$ cat config.mk
export PLATFORM = sky130hd
export DESIGN_NAME = posture_reminder_controller_unit
export DESIGN_NICKNAME = d
export VERILOG_FILES = /design/src/rtl/prc_pkg.sv /design/src/rtl/posture_reminder_controller_unit.sv /design/src/rtl/prc_csr.sv /design/src/rtl/prc_tick.sv
export SDC_FILE = /design/constraint.sdc
export NUM_CORES = 1
export LEC_CHECK = 0
export ABC_CLOCK_PERIOD_IN_PS = 5200
export BUFFER_PORTS_ARGS = -buffer_cell sky130_fd_sc_hd__buf_2
export CAP_MARGIN = 25
export CORE_AREA = 2 2 130 132
export CTS_CLUSTER_SIZE = 40
export DETAILED_ROUTE_END_ITERATION = 12
export DIE_AREA = 0 0 132 134
export GPL_TIMING_DRIVEN = 1
export PLACE_DENSITY = 0.7
export SLEW_MARGIN = 15
export SYNTH_ARGS = -nofsm -noshare
export SYNTH_HDL_FRONTEND = slang
export SYNTH_HIERARCHICAL = 1
export SYNTH_SLANG_ARGS = --single-unit
$ cat constraint.sdc
create_clock -name clock -period 5.2 [get_ports clock]
set_clock_uncertainty 0.2 [all_clocks]
set_input_delay 0.52 -clock clock [delete_from_list [all_inputs] [get_ports clock]]
set_output_delay 0.52 -clock clock [all_outputs]
set_load 0.02 [all_outputs]
$ cat src/rtl/prc_pkg.sv
package prc_pkg;

   localparam int TILT_WIDTH  = 12;
   localparam int HOLD_WIDTH  = 8;
   localparam int IDLE_WIDTH  = 10;
   localparam int TICK_WIDTH  = 9;
   localparam int ADDR_WIDTH  = 4;
   localparam int DATA_WIDTH  = 32;

   localparam logic [TILT_WIDTH-1:0] TILT_LOW_RESET     = 12'h175;
   localparam logic [TILT_WIDTH-1:0] TILT_HIGH_RESET    = 12'hE70;
   localparam logic [HOLD_WIDTH-1:0] KEY_MIN_HOLD_RESET = 8'd8;
   localparam logic [IDLE_WIDTH-1:0] IDLE_LIMIT_RESET   = 10'd1000;
   localparam logic [HOLD_WIDTH-1:0] KEY_HOLD_CAP       = 8'd200;

   localparam logic [1:0] REG_TILT_LOW     = 2'd0;
   localparam logic [1:0] REG_TILT_HIGH    = 2'd1;
   localparam logic [1:0] REG_KEY_MIN_HOLD = 2'd2;
   localparam logic [1:0] REG_IDLE_LIMIT   = 2'd3;

   localparam logic [1:0] CHARGE_NONE = 2'd0;
   localparam logic [1:0] CHARGE_BUSY = 2'd1;
   localparam logic [1:0] CHARGE_FULL = 2'd2;

   typedef enum logic [1:0] {
      VIBE_NONE    = 2'd0,
      VIBE_STARTUP = 2'd1,
      VIBE_REMIND  = 2'd2
   } vibe_type;

   localparam int STARTUP_WINDOWS = 7;
   localparam int REMIND_WINDOWS  = 24;

   localparam logic [TICK_WIDTH-1:0] STARTUP_WIN [STARTUP_WINDOWS] = '{
      9'd24, 9'd45, 9'd68, 9'd89, 9'd111, 9'd142, 9'd174
   };

   localparam logic [TICK_WIDTH-1:0] REMIND_WIN [REMIND_WINDOWS] = '{
      9'd79,  9'd90,  9'd95,  9'd112, 9'd115, 9'd129, 9'd164, 9'd175,
      9'd180, 9'd197, 9'd200, 9'd214, 9'd249, 9'd260, 9'd265, 9'd282,
      9'd285, 9'd300, 9'd333, 9'd344, 9'd350, 9'd366, 9'd370, 9'd384
   };

   typedef struct packed {
      logic [TILT_WIDTH-1:0] tilt_low;
      logic [TILT_WIDTH-1:0] tilt_high;
      logic [HOLD_WIDTH-1:0] key_min_hold;
      logic [IDLE_WIDTH-1:0] idle_limit;
   } cfg_type;

   typedef struct packed {
      logic                  key_down;
      logic                  charging;
      logic                  charge_full;
      logic [TILT_WIDTH-1:0] accel_z_first;
      logic [TILT_WIDTH-1:0] accel_z_second;
   } item_type;

   typedef struct packed {
      logic                  work_enabled;
      vibe_type              vibe_mode;
      logic [TICK_WIDTH-1:0] pattern_ticks;
      logic                  motor_level;
      logic [HOLD_WIDTH-1:0] key_hold_count;
      logic [IDLE_WIDTH-1:0] idle_count;
   } state_type;

   typedef struct packed {
      logic       motor_on;
      logic       working;
      logic [1:0] charge_state;
      logic       key_toggle;
      logic       tilt_seen;
      logic       sleep_request;
   } result_type;

   typedef struct packed {
      logic found;
      logic on;
   } pattern_type;

   function automatic logic in_band(input logic [TILT_WIDTH-1:0] z,
                                    input cfg_type cfg);
      return (z > cfg.tilt_low) && (z < cfg.tilt_high);
   endfunction

   function automatic pattern_type pattern_lookup(input logic remind,
                                                  input logic [TICK_WIDTH-1:0] ticks);
      pattern_type res;
      res = '0;
      if (remind) begin
         for (int i = REMIND_WINDOWS - 1; i >= 0; i--) begin
            if (ticks < REMIND_WIN[i]) begin
               res.found = 1'b1;
               res.on    = i[0];
            end
         end
      end else begin
         for (int i = STARTUP_WINDOWS - 1; i >= 0; i--) begin
            if (ticks < STARTUP_WIN[i]) begin
               res.found = 1'b1;
               res.on    = ~i[0];
            end
         end
      end
      return res;
   endfunction

endpackage

$ cat src/rtl/posture_reminder_controller_unit.sv
// channel  direction  ports                                          handshake
// req      in         req_key_down req_charging req_charge_full      req_valid/req_ready
//                     req_accel_z_first req_accel_z_second
// rsp      out        rsp_motor_on rsp_working rsp_charge_state      rsp_valid/rsp_ready
//                     rsp_key_toggle rsp_tilt_seen rsp_sleep_request
// csr      in/out     APB-style, 4 registers at byte offsets 0, 4, 8, 12
//
// An item is captured in the input register, evaluated combinationally against the
// controller state and lands in the result register. One item per cycle is sustained
// unless the result stalls; the state register closes the loop from one item to the next.
// Synchronous reset clears the state and both valid flags and loads the configuration defaults.
// A stalled result holds the result register and, behind it, the input register.
module posture_reminder_controller_unit (
   input  logic                            clock,
   input  logic                            reset,
   input  logic                            req_valid,
   output logic                            req_ready,
   input  logic                            req_key_down,
   input  logic                            req_charging,
   input  logic                            req_charge_full,
   input  logic [prc_pkg::TILT_WIDTH-1:0]  req_accel_z_first,
   input  logic [prc_pkg::TILT_WIDTH-1:0]  req_accel_z_second,
   output logic                            rsp_valid,
   input  logic                            rsp_ready,
   output logic                            rsp_motor_on,
   output logic                            rsp_working,
   output logic [1:0]                      rsp_charge_state,
   output logic                            rsp_key_toggle,
   output logic                            rsp_tilt_seen,
   output logic                            rsp_sleep_request,
   input  logic                            csr_psel,
   input  logic                            csr_penable,
   input  logic                            csr_pwrite,
   input  logic [prc_pkg::ADDR_WIDTH-1:0]  csr_paddr,
   input  logic [prc_pkg::DATA_WIDTH-1:0]  csr_pwdata,
   output logic [prc_pkg::DATA_WIDTH-1:0]  csr_prdata,
   output logic                            csr_pready
);

   prc_pkg::cfg_type    cfg;
   prc_pkg::item_type   item_ff;
   prc_pkg::state_type  state_ff;
   prc_pkg::state_type  state_in;
   prc_pkg::result_type result_in;
   prc_pkg::result_type rsp_ff;
   logic                item_valid_ff;
   logic                rsp_valid_ff;
   logic                advance;
   logic                fire;

   prc_csr u_csr (
      .clock       (clock),
      .reset       (reset),
      .csr_psel    (csr_psel),
      .csr_penable (csr_penable),
      .csr_pwrite  (csr_pwrite),
      .csr_paddr   (csr_paddr),
      .csr_pwdata  (csr_pwdata),
      .csr_prdata  (csr_prdata),
      .csr_pready  (csr_pready),
      .cfg         (cfg)
   );

   prc_tick u_tick (
      .cfg        (cfg),
      .item       (item_ff),
      .state      (state_ff),
      .state_next (state_in),
      .result     (result_in)
   );

   assign advance   = !rsp_valid_ff || rsp_ready;
   assign fire      = item_valid_ff && advance;
   assign req_ready = !item_valid_ff || advance;

   always_ff @(posedge clock) begin
      if (reset) begin
         item_valid_ff           <= 1'b0;
         rsp_valid_ff            <= 1'b0;
         state_ff.work_enabled   <= 1'b0;
         state_ff.vibe_mode      <= prc_pkg::VIBE_NONE;
         state_ff.pattern_ticks  <= '0;
         state_ff.motor_level    <= 1'b0;
         state_ff.key_hold_count <= '0;
         state_ff.idle_count     <= '0;
      end else begin
         if (req_ready) begin
            item_valid_ff <= req_valid;
         end
         if (advance) begin
            rsp_valid_ff <= item_valid_ff;
         end
         if (fire) begin
            state_ff <= state_in;
         end
      end
   end

   always_ff @(posedge clock) begin
      if (req_ready && req_valid) begin
         item_ff.key_down       <= req_key_down;
         item_ff.charging       <= req_charging;
         item_ff.charge_full    <= req_charge_full;
         item_ff.accel_z_first  <= req_accel_z_first;
         item_ff.accel_z_second <= req_accel_z_second;
      end
      if (fire) begin
         rsp_ff <= result_in;
      end
   end

   assign rsp_valid         = rsp_valid_ff;
   assign rsp_motor_on      = rsp_ff.motor_on;
   assign rsp_working       = rsp_ff.working;
   assign rsp_charge_state  = rsp_ff.charge_state;
   assign rsp_key_toggle    = rsp_ff.key_toggle;
   assign rsp_tilt_seen     = rsp_ff.tilt_seen;
   assign rsp_sleep_request = rsp_ff.sleep_request;

endmodule

$ cat src/rtl/prc_csr.sv
module prc_csr (
   input  logic                            clock,
   input  logic                            reset,
   input  logic                            csr_psel,
   input  logic                            csr_penable,
   input  logic                            csr_pwrite,
   input  logic [prc_pkg::ADDR_WIDTH-1:0]  csr_paddr,
   input  logic [prc_pkg::DATA_WIDTH-1:0]  csr_pwdata,
   output logic [prc_pkg::DATA_WIDTH-1:0]  csr_prdata,
   output logic                            csr_pready,
   output prc_pkg::cfg_type                cfg
);

   prc_pkg::cfg_type cfg_ff;
   prc_pkg::cfg_type cfg_in;
   logic             write_en;
   logic [1:0]       reg_index;

   assign csr_pready = 1'b1;
   assign write_en   = csr_psel && csr_penable && csr_pwrite && csr_pready;
   assign reg_index  = csr_paddr[3:2];
   assign cfg        = cfg_ff;

   always_comb begin
      cfg_in = cfg_ff;
      if (write_en) begin
         unique case (reg_index)
            prc_pkg::REG_TILT_LOW:
               cfg_in.tilt_low = csr_pwdata[prc_pkg::TILT_WIDTH-1:0];
            prc_pkg::REG_TILT_HIGH:
               cfg_in.tilt_high = csr_pwdata[prc_pkg::TILT_WIDTH-1:0];
            prc_pkg::REG_KEY_MIN_HOLD:
               cfg_in.key_min_hold = csr_pwdata[prc_pkg::HOLD_WIDTH-1:0];
            prc_pkg::REG_IDLE_LIMIT:
               cfg_in.idle_limit = csr_pwdata[prc_pkg::IDLE_WIDTH-1:0];
            default: ;
         endcase
      end
   end

   always_comb begin
      csr_prdata = '0;
      unique case (reg_index)
         prc_pkg::REG_TILT_LOW:
            csr_prdata[prc_pkg::TILT_WIDTH-1:0] = cfg_ff.tilt_low;
         prc_pkg::REG_TILT_HIGH:
            csr_prdata[prc_pkg::TILT_WIDTH-1:0] = cfg_ff.tilt_high;
         prc_pkg::REG_KEY_MIN_HOLD:
            csr_prdata[prc_pkg::HOLD_WIDTH-1:0] = cfg_ff.key_min_hold;
         prc_pkg::REG_IDLE_LIMIT:
            csr_prdata[prc_pkg::IDLE_WIDTH-1:0] = cfg_ff.idle_limit;
         default: ;
      endcase
   end

   always_ff @(posedge clock) begin
      if (reset) begin
         cfg_ff.tilt_low     <= prc_pkg::TILT_LOW_RESET;
         cfg_ff.tilt_high    <= prc_pkg::TILT_HIGH_RESET;
         cfg_ff.key_min_hold <= prc_pkg::KEY_MIN_HOLD_RESET;
         cfg_ff.idle_limit   <= prc_pkg::IDLE_LIMIT_RESET;
      end else begin
         cfg_ff <= cfg_in;
      end
   end

endmodule

$ cat src/rtl/prc_tick.sv
module prc_tick (
   input  prc_pkg::cfg_type    cfg,
   input  prc_pkg::item_type   item,
   input  prc_pkg::state_type  state,
   output prc_pkg::state_type  state_next,
   output prc_pkg::result_type result
);

   always_comb begin
      prc_pkg::state_type   s;
      prc_pkg::pattern_type pat;
      logic [prc_pkg::HOLD_WIDTH:0] hold_sum;
      logic [prc_pkg::IDLE_WIDTH:0] idle_sum;
      logic toggle;
      logic sleep;
      logic [1:0] charge_state;

      s            = state;
      toggle       = 1'b0;
      sleep        = 1'b0;
      charge_state = prc_pkg::CHARGE_NONE;
      pat          = '0;

      // first tilt check
      if (prc_pkg::in_band(item.accel_z_first, cfg) &&
          s.vibe_mode == prc_pkg::VIBE_NONE && s.work_enabled) begin
         s.vibe_mode     = prc_pkg::VIBE_REMIND;
         s.pattern_ticks = '0;
      end

      // key debounce
      hold_sum = {1'b0, s.key_hold_count} + 9'd1;
      if (item.key_down) begin
         if (hold_sum >= {1'b0, prc_pkg::KEY_HOLD_CAP}) begin
            s.key_hold_count = prc_pkg::KEY_HOLD_CAP;
         end else begin
            s.key_hold_count = hold_sum[prc_pkg::HOLD_WIDTH-1:0];
         end
      end else begin
         toggle           = (s.key_hold_count >= cfg.key_min_hold);
         s.key_hold_count = '0;
      end
      if (toggle) begin
         if (s.work_enabled) begin
            s.work_enabled = 1'b0;
         end else begin
            s.work_enabled  = 1'b1;
            s.pattern_ticks = '0;
            s.vibe_mode     = prc_pkg::VIBE_STARTUP;
         end
      end

      // charger
      if (item.charging) begin
         s.work_enabled = 1'b0;
         charge_state   = item.charge_full ? prc_pkg::CHARGE_FULL : prc_pkg::CHARGE_BUSY;
      end

      // pattern step
      if (s.vibe_mode == prc_pkg::VIBE_STARTUP || s.vibe_mode == prc_pkg::VIBE_REMIND) begin
         s.pattern_ticks = s.pattern_ticks + 9'd1;
         pat = prc_pkg::pattern_lookup(s.vibe_mode == prc_pkg::VIBE_REMIND,
                                       s.pattern_ticks);
         if (pat.found) begin
            s.motor_level = pat.on;
         end else begin
            s.motor_level = 1'b0;
            s.vibe_mode   = prc_pkg::VIBE_NONE;
         end
      end

      // second tilt check
      if (prc_pkg::in_band(item.accel_z_second, cfg) &&
          s.vibe_mode == prc_pkg::VIBE_NONE && s.work_enabled) begin
         s.vibe_mode     = prc_pkg::VIBE_REMIND;
         s.pattern_ticks = '0;
      end

      // idle count
      idle_sum = {1'b0, s.idle_count} + 11'd1;
      if (!s.work_enabled && s.vibe_mode == prc_pkg::VIBE_NONE && s.key_hold_count == '0) begin
         if (idle_sum > {1'b0, cfg.idle_limit}) begin
            s.vibe_mode  = prc_pkg::VIBE_NONE;
            s.idle_count = '0;
            sleep        = 1'b1;
         end else begin
            s.idle_count = idle_sum[prc_pkg::IDLE_WIDTH-1:0];
         end
      end

      state_next           = s;
      result.motor_on      = s.motor_level;
      result.working       = s.work_enabled;
      result.charge_state  = charge_state;
      result.key_toggle    = toggle;
      result.tilt_seen     = prc_pkg::in_band(item.accel_z_second, cfg);
      result.sleep_request = sleep;
   end

endmodule

Word level (Yosys, flattened, before mapping)
Index checks and enable logic that the tools add are counted.

operators by class
  add/sub/neg operators = 3
  magnitude comparators = 38
  equality and inequality tests = 5
  muxes and demuxes = 53
  reductions and logical operators = 28

operator list
  kind                     count
  $lt A9 B9 Y1 const B     11
  $lt A9 B8 Y1 const B     10
  $mux W2                  37
  $lt A9 B7 Y1 const B     8
  $mux W11                 3
  $pmux W8 S4              1
  $gt A12 B12 Y1           2
  $lt A12 B12 Y1           2
  $mux W12                 2
  $mux W8                  2
  $logic_and A1 B1 Y1      12
  $add A10 B1 Y11 const B  1
  $gt A11 B10 Y1           1
  $mux W10                 1
  $reduce_and A2 Y1        5
  $add A8 B1 Y9 const B    1
  $add A9 B1 Y9 const B    1
  $ge A9 B8 Y1 const B     1
  $lt A9 B5 Y1 const B     1
  $lt A9 B6 Y1 const B     1
  $ge A8 B8 Y1             1
  $logic_not A2 Y1         4
  $logic_not A8 Y1         1
  $eq A2 B2 Y1 const B     3
  6 further kinds          15

storage, ports and cells
  flip-flop bits (word level) = 109
  bits of input ports = 70
  output and inout port bits = 42
  logic and storage cells = 150

Depth between registers and ports, before layout
Gate-level depths: netlist of the first run.

  depth in word-level cells = 45
  depth in mapped cells = 24
  mapped depth without buffers = 21

Cells and area by module
The synthesis of the first run kept the hierarchy.

modules (own cells, without submodules)
  module                            instances  cells each  area each (sq um)  sequential area each (sq um)
  prc_tick                          1          487         3313.2             0.0
  posture_reminder_controller_unit  1          179         2526.2             1681.6
  prc_csr                           1          219         2209.6             840.8

Worst setup path after synthesis of the first run
Ideal clock, no wire load.

  path kind = register -> register
  from = reg state_ff[10] (netlist bit)
  to = reg state_ff[0] (netlist bit)
  setup time = 0.072 ns
  data arrival time = 4.338 ns
  required time = 4.928 ns
  path slack = 0.591 ns
  stages on the path, launching flop included = 24
  path buffers = 2
  period minus slack after synthesis = 4.609 ns
  cell sequence = dfxtp_1 -> inv_1 -> ha_1 -> nand2b_1 -> a2111oi_0 -> nand4b_1 -> a21oi_1 -> a21oi_2 -> and2_1 -> ha_1 -> buf_2 -> nand3_4 -> nor2_4 -> nand3_1 -> xnor2_2 -> a21oi_1 -> nor3_2 -> o31ai_1 -> or3_1 -> buf_2 -> or2_1 -> o21ai_1 -> nand2b_1 -> mux2i_1

on the way
  word-level cells in the longest chain between the ends = 41
  elaborated cells on any way between the ends = 88
  those cells by class = add/sub (2); order compare (33); eq/ne (2); mux (41); reduce/logical (10)

ends and longest elaborated chain
  item                             line                                    source
  from (decl)                      posture_reminder_controller_unit.sv:42  prc_pkg::state_type state_ff;
  from (signal assigned)           posture_reminder_controller_unit.sv:94  state_ff <= state_in;
  $ge A8 B8 Y1                     prc_tick.sv:40                          toggle = (s.key_hold_count >= cfg.key_min_hold);
  $mux W1                          prc_tick.sv:33                          if (item.key_down) begin
  $mux W12                         prc_tick.sv:43                          if (toggle) begin
  $add A9 B1 Y9                    prc_tick.sv:61                          s.pattern_ticks = s.pattern_ticks + 9'd1;
  $lt A9 B9 Y1                     prc_pkg.sv:93                           if (ticks < REMIND_WIN[i]) begin
  $mux W2 (24 in series)           prc_pkg.sv:93
  $mux W2                          prc_pkg.sv:91                           if (remind) begin
  $mux W2                          prc_tick.sv:60                          if (s.vibe_mode == prc_pkg::VIBE_STARTUP || s.vibe_mode == prc_pkg::VIBE_REMIND) begin
  (+2 left out)                    --
  $logic_not A2 Y1                 prc_tick.sv:74                          s.vibe_mode == prc_pkg::VIBE_NONE && s.work_enabled) begin
  $logic_and A1 B1 Y1              prc_tick.sv:73                          if (prc_pkg::in_band(item.accel_z_second, cfg) &&
  $logic_and A1 B1 Y1              prc_tick.sv:74
  $mux W11                         prc_tick.sv:73
  $logic_not A2 Y1                 prc_tick.sv:81                          if (!s.work_enabled && s.vibe_mode == prc_pkg::VIBE_NONE && s.key_hold_count == '0) begin
  $logic_and A1 B1 Y1              prc_tick.sv:81
  $logic_and A1 B1 Y1 (*)          prc_tick.sv:81
  $reduce_and A2 Y1 (no line) (*)  --

Mark *: on every way between the ends. The rest lies on a longest branch, timed or not. The select of a mux whose other input is x is not followed.
A chain may end at the register's enable or synchronous reset.

Final worst setup path of the first run
  from = reg u_csr.cfg_ff (netlist bit u_csr/cfg[19])
  to = reg state_ff[2] (netlist bit)

on the way
  word-level cells in the longest chain between the ends = 45
  elaborated cells on any way between the ends = 87
  those cells by class = add/sub (1); order compare (33); eq/ne (2); mux (39); reduce/logical (12)

ends and longest elaborated chain
  item                                   line            source
  from (decl)                            prc_csr.sv:14   prc_pkg::cfg_type cfg_ff;
  from (signal assigned)                 prc_csr.sv:63   cfg_ff <= cfg_in;
  $lt A12 B12 Y1                         prc_pkg.sv:84   return (z > cfg.tilt_low) && (z < cfg.tilt_high);
  $logic_and A1 B1 Y1                    prc_pkg.sv:84
  $logic_and A1 B1 Y1                    prc_tick.sv:25  if (prc_pkg::in_band(item.accel_z_first, cfg) &&
  $logic_and A1 B1 Y1                    prc_tick.sv:26  s.vibe_mode == prc_pkg::VIBE_NONE && s.work_enabled) begin
  $mux W11                               prc_tick.sv:25
  $mux W11                               prc_tick.sv:44  if (s.work_enabled) begin
  $mux W12                               prc_tick.sv:43
  $add A9 B1 Y9                          prc_tick.sv:61
  (+28 left out)                         --
  $mux W12                               prc_tick.sv:60
  $logic_not A2 Y1                       prc_tick.sv:74
  $logic_and A1 B1 Y1                    prc_tick.sv:73
  $logic_and A1 B1 Y1                    prc_tick.sv:74
  $mux W11 (*)                           prc_tick.sv:73
  $logic_not A2 Y1 (*)                   prc_tick.sv:81
  $logic_and A1 B1 Y1 (*) (2 in series)  prc_tick.sv:81
  $reduce_and A2 Y1 (no line) (*)        --

Marked as above.

==> results of run 1 <==
==> stage by stage <==
step                      utilization [%]  hold WS (ns)
after floorplan                         -         0.247
after global placement               51.7         0.263
after detailed placement             51.7         0.276
after CTS                            53.6         0.120
after global routing                 53.9         0.118
final                                53.9         0.128
==> worst max-delay path, cell delays in order (launching register included) <==
cell                        delay, ns
sky130_fd_sc_hd__dfxtp_1         0.38
sky130_fd_sc_hd__inv_1           0.09
sky130_fd_sc_hd__ha_1            0.30
sky130_fd_sc_hd__a2111oi_0       0.51
sky130_fd_sc_hd__o31ai_1         0.20
sky130_fd_sc_hd__a21oi_1         0.24
sky130_fd_sc_hd__a21oi_2         0.11
sky130_fd_sc_hd__and2_1          0.20
sky130_fd_sc_hd__ha_1            0.24
sky130_fd_sc_hd__buf_4           0.20
sky130_fd_sc_hd__xor2_1          0.18
sky130_fd_sc_hd__a31oi_1         0.14
sky130_fd_sc_hd__o21ai_1         0.15
sky130_fd_sc_hd__a21oi_1         0.11
sky130_fd_sc_hd__nor3_2          0.13
sky130_fd_sc_hd__o31ai_1         0.10
sky130_fd_sc_hd__buf_4           0.14
sky130_fd_sc_hd__or3_4           0.46
sky130_fd_sc_hd__or2_1           0.31
sky130_fd_sc_hd__o21ai_1         0.13
sky130_fd_sc_hd__nand2b_1        0.07
sky130_fd_sc_hd__mux2i_1         0.13
==> cells in the mapped netlist, types with 10 or more instances <==
cell type                  count  area share, %
sky130_fd_sc_hd__mux2i_1      74            9.2
sky130_fd_sc_hd__nand2_1      35            1.6
sky130_fd_sc_hd__nor2_1       73            3.4
sky130_fd_sc_hd__edfxtp_1     34             13
sky130_fd_sc_hd__a21o_1       13            1.2
sky130_fd_sc_hd__nor2b_1      11           0.86
sky130_fd_sc_hd__buf_4        26            2.4
sky130_fd_sc_hd__dfxtp_1      75             19
sky130_fd_sc_hd__clkbuf_1     20           0.93
sky130_fd_sc_hd__nand3_1      24            1.5
sky130_fd_sc_hd__nand4_1      12           0.93
sky130_fd_sc_hd__ha_1         69             11
sky130_fd_sc_hd__nand2b_1    112            8.7
sky130_fd_sc_hd__a21oi_1      36            2.2
sky130_fd_sc_hd__xnor2_1      20            2.2
sky130_fd_sc_hd__nor3_1       10           0.62
sky130_fd_sc_hd__inv_1        54            2.5
sky130_fd_sc_hd__o21ai_0      34            2.1
==> area by class of cell <==
cell class	instances	area, sq um
multi-input combinational	677	4970
clock buffer	10	229
inverter	54	203
timing repair buffer	88	500
sequential	109	2520
clock inverter	6	80.1
fill	1527	7510
tap	220	275
==> flip-flops by register name, indices dropped and copies added, names as in the netlist <==
name               count
item_valid_ff          1
rsp_charge_state       2
state_ff              31
item_ff               27
rsp_key_toggle         1
rsp_sleep_request      1
rsp_tilt_seen          1
rsp_working            1
rsp_valid              1
u_csr/cfg             42
rsp_motor_on           1
==> metal layers <==
layer | GRT usage [%] | vias up
li1 | - | 3170
met1 | 25.7 | 2931
met2 | 35.9 | 145
met3 | 3.59 | 21
met4 | 5.25 | 0
met5 | 0 | -
==> cells by family after synthesis <==
| logic type | Yosys count | share of synthesized area, % |
|---|---|---|
| buffers and inverters | 118 | 8.05 |
| and+or+nand+nor | 330 | 23.3 |
| xor gates and xnor gates | 32 | 3.76 |
| adders and majority gates | 69 | 10.7 |
| AOI/OAI and AO/OA | 142 | 11.1 |
| other | 2 | 0.0933 |
| muxes | 83 | 11.6 |
| DFF | 109 | 31.3 |
==> worst paths after layout <==
path / startpoint / depth (start not counted) / end / slack (ns)
worst max-delay path: u_csr/cfg[19] / 21 / state_ff[2] / 0.41
worst min-delay path: req_accel_z_first[0] / 1 / item_ff[12] / 0.13
worst max register to register: u_csr/cfg[19] / 21 / state_ff[2] / 0.41
worst min register to register: state_ff[18] / 2 / state_ff[18] / 0.28
==> what timing repair did <==
action,4_1_cts,5_1_grt
resized for setup,0,3
hold endpoints to repair,0,0
setup buffers,0,2
endpoints found under the setup margin,0,13
==> power breakdown <==
group / total [mW] / leakage [nW] / internal [mW] / switching, mW
combinational: 0.209 / 2.56 / 0.0863 / 0.123
clock: 0.723 / 0.152 / 0.385 / 0.338
sequential: 0.915 / 0.937 / 0.899 / 0.0153
==> cell usage in the layout (no fill, tap or decap), types with 6 or more instances in the layout <==
| cell | count |
|---|---|
| sky130_fd_sc_hd__dfxtp_1 | 75 |
| sky130_fd_sc_hd__a21o_1 | 13 |
| sky130_fd_sc_hd__nand2b_1 | 112 |
| sky130_fd_sc_hd__buf_4 | 18 |
| sky130_fd_sc_hd__nand4_1 | 12 |
| sky130_fd_sc_hd__conb_1 | 21 |
| sky130_fd_sc_hd__nand2_1 | 35 |
| sky130_fd_sc_hd__or3_1 | 8 |
| sky130_fd_sc_hd__and4_1 | 6 |
| sky130_fd_sc_hd__o21ai_0 | 34 |
| sky130_fd_sc_hd__inv_1 | 54 |
| sky130_fd_sc_hd__nor2b_1 | 11 |
| sky130_fd_sc_hd__nor2_1 | 73 |
| sky130_fd_sc_hd__buf_2 | 69 |
| sky130_fd_sc_hd__clkbuf_16 | 9 |
| sky130_fd_sc_hd__edfxtp_1 | 34 |
| sky130_fd_sc_hd__a31oi_1 | 6 |
| sky130_fd_sc_hd__mux4_2 | 8 |
| sky130_fd_sc_hd__o21a_1 | 6 |
| sky130_fd_sc_hd__nor3_1 | 10 |
| sky130_fd_sc_hd__ha_1 | 69 |
| sky130_fd_sc_hd__a21oi_1 | 35 |
| sky130_fd_sc_hd__mux2i_1 | 74 |
| sky130_fd_sc_hd__xnor2_1 | 20 |
| sky130_fd_sc_hd__o21ai_1 | 9 |
| sky130_fd_sc_hd__xor2_1 | 9 |
| sky130_fd_sc_hd__nand3_1 | 24 |
==> implementation parameters, run 1 <==
Parameter                              Value

Synth
  Post-synth EDFFs ... 34
  Synthesis-stage register bit count ... 109
  Avg Cell Area, Syn ... 9.09 sq um
  Combined area of all synthesized cells ... 0.00805 sq mm
  Share of flip-flops with an asynchronous set or reset after synthesis ... 0%
  Count of mapped cells out of synthesis ... 885
  Sequential cell area fraction in the yosys report ... 31.3%
  Number of distinct library cells after synthesis ... 76
  Leading register cell type out of synthesis ... sky130_fd_sc_hd__dfxtp_1
  Number of warnings reported in the yosys synthesis log ... 6

Timing
  Final critical delay including setup and external delays ... 4.79 ns
  Setup tns final ... 0 ns
  Post-route setup slack ... 0.410 ns
  Final Setup Violations ... 0
  Number of max-slew violations in the final report ... 0
  Achievable clock frequency ... 209 MHz
  Relative slew slack ... 34.5%
  Share of the clock period used by the worst path ... 92.1%
  Final count of hold timing violations ... 0
  Unrepaired setup endpoints after global routing ... false
  Actual transition at the worst max-transition pin ... 0.976 ns

Route
  Number of vias per cell after detailed routing ... 5.38
  DRC marker count from the first detailed-route iteration ... 379
  Met1 Wirelength ... 8090 um
  Number of design rule violations left after detail routing ... 0
  Count of nets left with antenna violations after detail routing ... 0
  Detailed route wirelength on metal3 ... 756 um
  Overall routed net length ... 17,800 um
  Routed len/inst ... 15.3 um
  First drt pass iteration count ... 4
  Vias ... 6,267
  Top layer in use ... met4
  Routed wire length on met2 ... 8730 um

Job
  Max-cap violations ... 0

Clock network
  Inserted Clock Buffers ... 9
  CTS tree ... built
  H-tree depth reported by CTS ... 3
  Root Buffer ... sky130_fd_sc_hd__clkbuf_16
  Post-cts hold buffer count ... 0
  Number of clock sinks seen by CTS ... 109
  Skew-Pair Late Insertion Delay ... 0.36 ns
  Longest Clk Path Bufs ... 2
  Clock transition at the registers of the reported paths ... 0.08 ns

Finish
  Number of nets in the finished design ... 1,078
  Fraction of final layout cells sized beyond drive strength 1 ... 14.9%
  Number of antenna repair diodes ... 0
  Final design instance area without fill ... 0.00878 sq mm
  Number of cells in the finished layout apart from fillers ... 1,164
  Layout Area Growth over Synthesis ... 9.08%

Pwr
  Peak ir drop on the vdd network ... 0.160 mV
  Sum of internal, switching and leakage power ... 1.85 mW
  Static leakage ... 3.65 nW
  Power per cell area ... 210 mW/mm^2

Worst setup path
  Required time at the worst-slack endpoint ... 5.29 ns
  Worst setup EP type ... flip-flop
  Arr. time, crit path ... 4.88 ns
  Highest net fanout along the worst path ... 15
  Element type at the critical path start ... flip-flop
  Critical Setup Path Class ... reg2reg

Die
  Core Region ... 0.0163 sq mm
  Area of the die ... 0.0177 sq mm
  Die boundary width ... 132 um
  I/O pin count ... 112
  Effective utilization at floorplan ... 49.4%
  Floorplan row count ... 47
  Die Y ... 134 um

Run status
  Outcome ... complete, no violations

Placement
  IO Port Bufs ... 68
  Post-placement cell area ... 0.00842 sq mm
  HPWL Detailed ... 13,500 um
  Number of cells after detailed placement ... 1,144
  RD Place Congestion ... 0.902
  Placement Setup Slack ... 0.224 ns

Global route
  Global-route wire length before repair ... 29,100 um
  Vias in the first global route ... 5,928
  Pin count of the biggest net entering global routing ... 77
  All-Layer GR Usage ... 20.3%
  Number of antenna violations at the first check in global routing ... 0
  Total grt overflow ... 0

Worst hold path
  Hold Crit Class ... in2reg
(Power assumes the default switching activity.)
==> run 2: changes to the inputs <==
- RECOVER_POWER: default -> 50
- SETUP_SLACK_MARGIN: default -> 0.4
==> implementation parameters, run 2 (synthesis gave the netlist of run 1 again) <==
Parameter                              Value

Finish
  Most frequent standard cell in the layout excluding fill and tap cells ... sky130_fd_sc_hd__nand2b_1
  Number of nets in the finished design ... 1,083
  Most frequent cells in the layout ... 112 x sky130_fd_sc_hd__nand2b_1, 75 x sky130_fd_sc_hd__dfxtp_1, 74 x sky130_fd_sc_hd__mux2i_1, 73 x sky130_fd_sc_hd__nor2_1, 68 x sky130_fd_sc_hd__ha_1
  Number of antenna repair diodes ... 0
  Layout Area Growth over Synthesis ... 9.79%
  Flip-flop count of the largest register after layout ... 42
  Final-layout fill cell count ... 1,525
  Number of cells in the finished layout apart from fillers ... 1,169
  Fraction of final layout cells sized beyond drive strength 1 ... 14.9%

Placement
  HPWL Detailed ... 13,500 um
  IO Port Bufs ... 68
  Number of cells after detailed placement ... 1,144
  RD Place Congestion ... 0.902

Worst hold path
  Hold Crit Class ... in2reg

Die
  I/O pin count ... 112
  Area of the die ... 0.0177 sq mm
  Floorplan row count ... 47
  Die Y ... 134 um
  Effective utilization at floorplan ... 49.4%
  Die boundary width ... 132 um
  Core Region ... 0.0163 sq mm

Pwr
  Clock group share of total power ... 39.1%
  Switching component of the power ... 0.479 mW
  Peak ir drop on the vdd network ... 0.159 mV
  Switching portion of total power ... 25.9%
  Power per cell area ... 210 mW/mm^2
  Int Power ... 1.37 mW
  Combinational fraction of design power ... 11.5%
  Static leakage ... 3.63 nW
  Reg power frac ... 49.4%

Job
  Max-cap violations ... 3

Clock network
  Root Buffer ... sky130_fd_sc_hd__clkbuf_16
  Longest Clk Path Bufs ... 2
  Inserted Clock Buffers ... 9
  CTS tree ... built
  H-tree depth reported by CTS ... 3
  Clock transition at the registers of the reported paths ... 0.08 ns
  Number of clock sinks seen by CTS ... 109
  Skew-Pair Late Insertion Delay ... 0.36 ns

Worst setup path
  Required time at the worst-slack endpoint ... 5.15 ns
  Logic depth of the worst register-to-register path ... 23
  Worst setup EP type ... flip-flop
  Critical path's largest stage delay ... 0.43 ns
  Capture instance of the worst register-to-register path ... state_ff[5]
  Arr. time, crit path ... 4.58 ns
  Startpoint of the lowest-slack register-to-register path ... state_ff[10]
  Critical Setup Path Class ... reg2reg
  CP delay by family, top ... simple AND/OR/NAND/NOR gates
  Worst setup startpoint ... state_ff[10]
  Chain of cells forming the critical path ... inv_1 > ha_1 > nand2b_1 > a2111oi_2 > nand4b_1 > a21oi_4 > a21oi_4 > and2_1 > ha_4 > nand3_4 > nor2_4 > nand3_2 > xnor2_2 > nand2_1 > nor2_1 > o31ai_1 > buf_4 > or3_4 > buf_2 > o21ai_0 > o21ai_1 > nand2b_1 > mux2i_1
  Element type at the critical path start ... flip-flop
  Stages on the worst setup path ... 23
  Slowest library cell on the worst path ... sky130_fd_sc_hd__or3_4
  Combined buffer and inverter count along the critical path ... 3
  Highest net fanout along the worst path ... 7
  Setup slack on the worst flop-to-flop path ... 0.56 ns
  Worst setup path endpoint ... state_ff[5]

Global route
  Vias in the first global route ... 5,944
  Number of antenna violations at the first check in global routing ... 0
  Pin count of the biggest net entering global routing ... 77
  Total grt overflow ... 0
  Global-route wire length before repair ... 29,200 um
  All-Layer GR Usage ... 20.4%

Timing
  Share of the clock period used by the worst path ... 89.1%
  Final Setup Violations ... 0
  Number of max-slew violations in the final report ... 120
  Achievable clock frequency ... 216 MHz
  Actual transition at the worst max-transition pin ... 2.64 ns
  Setup tns final ... 0 ns
  Unrepaired setup endpoints after global routing ... false
  Final-layout worst hold slack ... 0.128 ns
  Final count of hold timing violations ... 0
  Relative slew slack ... -76.3%
  Final critical delay including setup and external delays ... 4.64 ns

Route
  Number of design rule violations left after detail routing ... 0
  Overall routed net length ... 18,100 um
  Count of nets left with antenna violations after detail routing ... 0
  Routed len/inst ... 15.5 um
  First drt pass iteration count ... 5
  Number of vias per cell after detailed routing ... 5.39
  Vias ... 6,296
  DRC marker count from the first detailed-route iteration ... 354

Run status
  Outcome ... finished with violations
  Failing checks ... max-capacitance violations, max-slew violations
-- run 2: power by group through the flow --
stage | Clock [mW] | Sequential, mW | Combinational, mW
after floorplan | 0 | 0.933 | 0.163
after global placement | 0 | 0.935 | 0.202
after detailed placement | 0 | 0.935 | 0.205
after CTS | 0.741 | 0.915 | 0.208
after global routing | 0.775 | 0.918 | 0.234
final | 0.723 | 0.915 | 0.213
-- run 2: what timing repair did --
item                       in CTS  in global routing
hold endpoints to repair        0                  0
setup buffers                   2                  5
cloned                          0                  0
hold buffers                    0                  0
pin swaps                       1                  6
setup endpoints to repair       8                 23
resized for setup               1                 18
-- run 2: final cells by class --
type	instances	area (sq um)	area share, %
clock buffer	10	229	2.59
multi-input combinational	677	5020	56.8
tap	220	275	3.11
timing repair buffer	93	508	5.75
inverter	54	203	2.29
sequential	109	2520	28.5
clock inverter	6	80.1	0.906
-- run 2: worst min path at each step --
| stage | slack (ns) | startpoint | endpoint | depth (start not counted) |
|---|---|---|---|---|
| 3_5_place_dp | 0.28 | state_ff[18] | state_ff[18] | 2 |
| 3_3_place_gp | 0.26 | state_ff[18] | state_ff[18] | 2 |
| 6_report | 0.13 | req_accel_z_first[0] | item_ff[12] | 1 |
| 4_1_cts | 0.12 | req_accel_z_first[0] | item_ff[12] | 1 |
| 2_1_floorplan | 0.25 | state_ff[24] | state_ff[24] | 2 |
| 5_1_grt | 0.12 | req_accel_z_first[2] | item_ff[14] | 1 |
-- run 2: per-layer routing --
layer	global-route usage, %	up-vias	wire [um]
met3	3.59	17	785
met1	25.7	2961	8260
li1	-	3178	-
met5	0	-	0
met4	5.25	0	212
met2	36.1	140	8890
-- run 2: through the flow --
stage | setup slack, ns | cell area (sq um) | total power, mW | utilization, %
after floorplan | 0.591 | 8120 | 1.10 | -
after global placement | 0.291 | 8420 | 1.14 | 51.7
after detailed placement | 0.224 | 8420 | 1.14 | 51.7
after CTS | 0.421 | 8750 | 1.86 | 53.7
after global routing | 0.290 | 8840 | 1.93 | 54.3
final | 0.564 | 8840 | 1.85 | 54.3
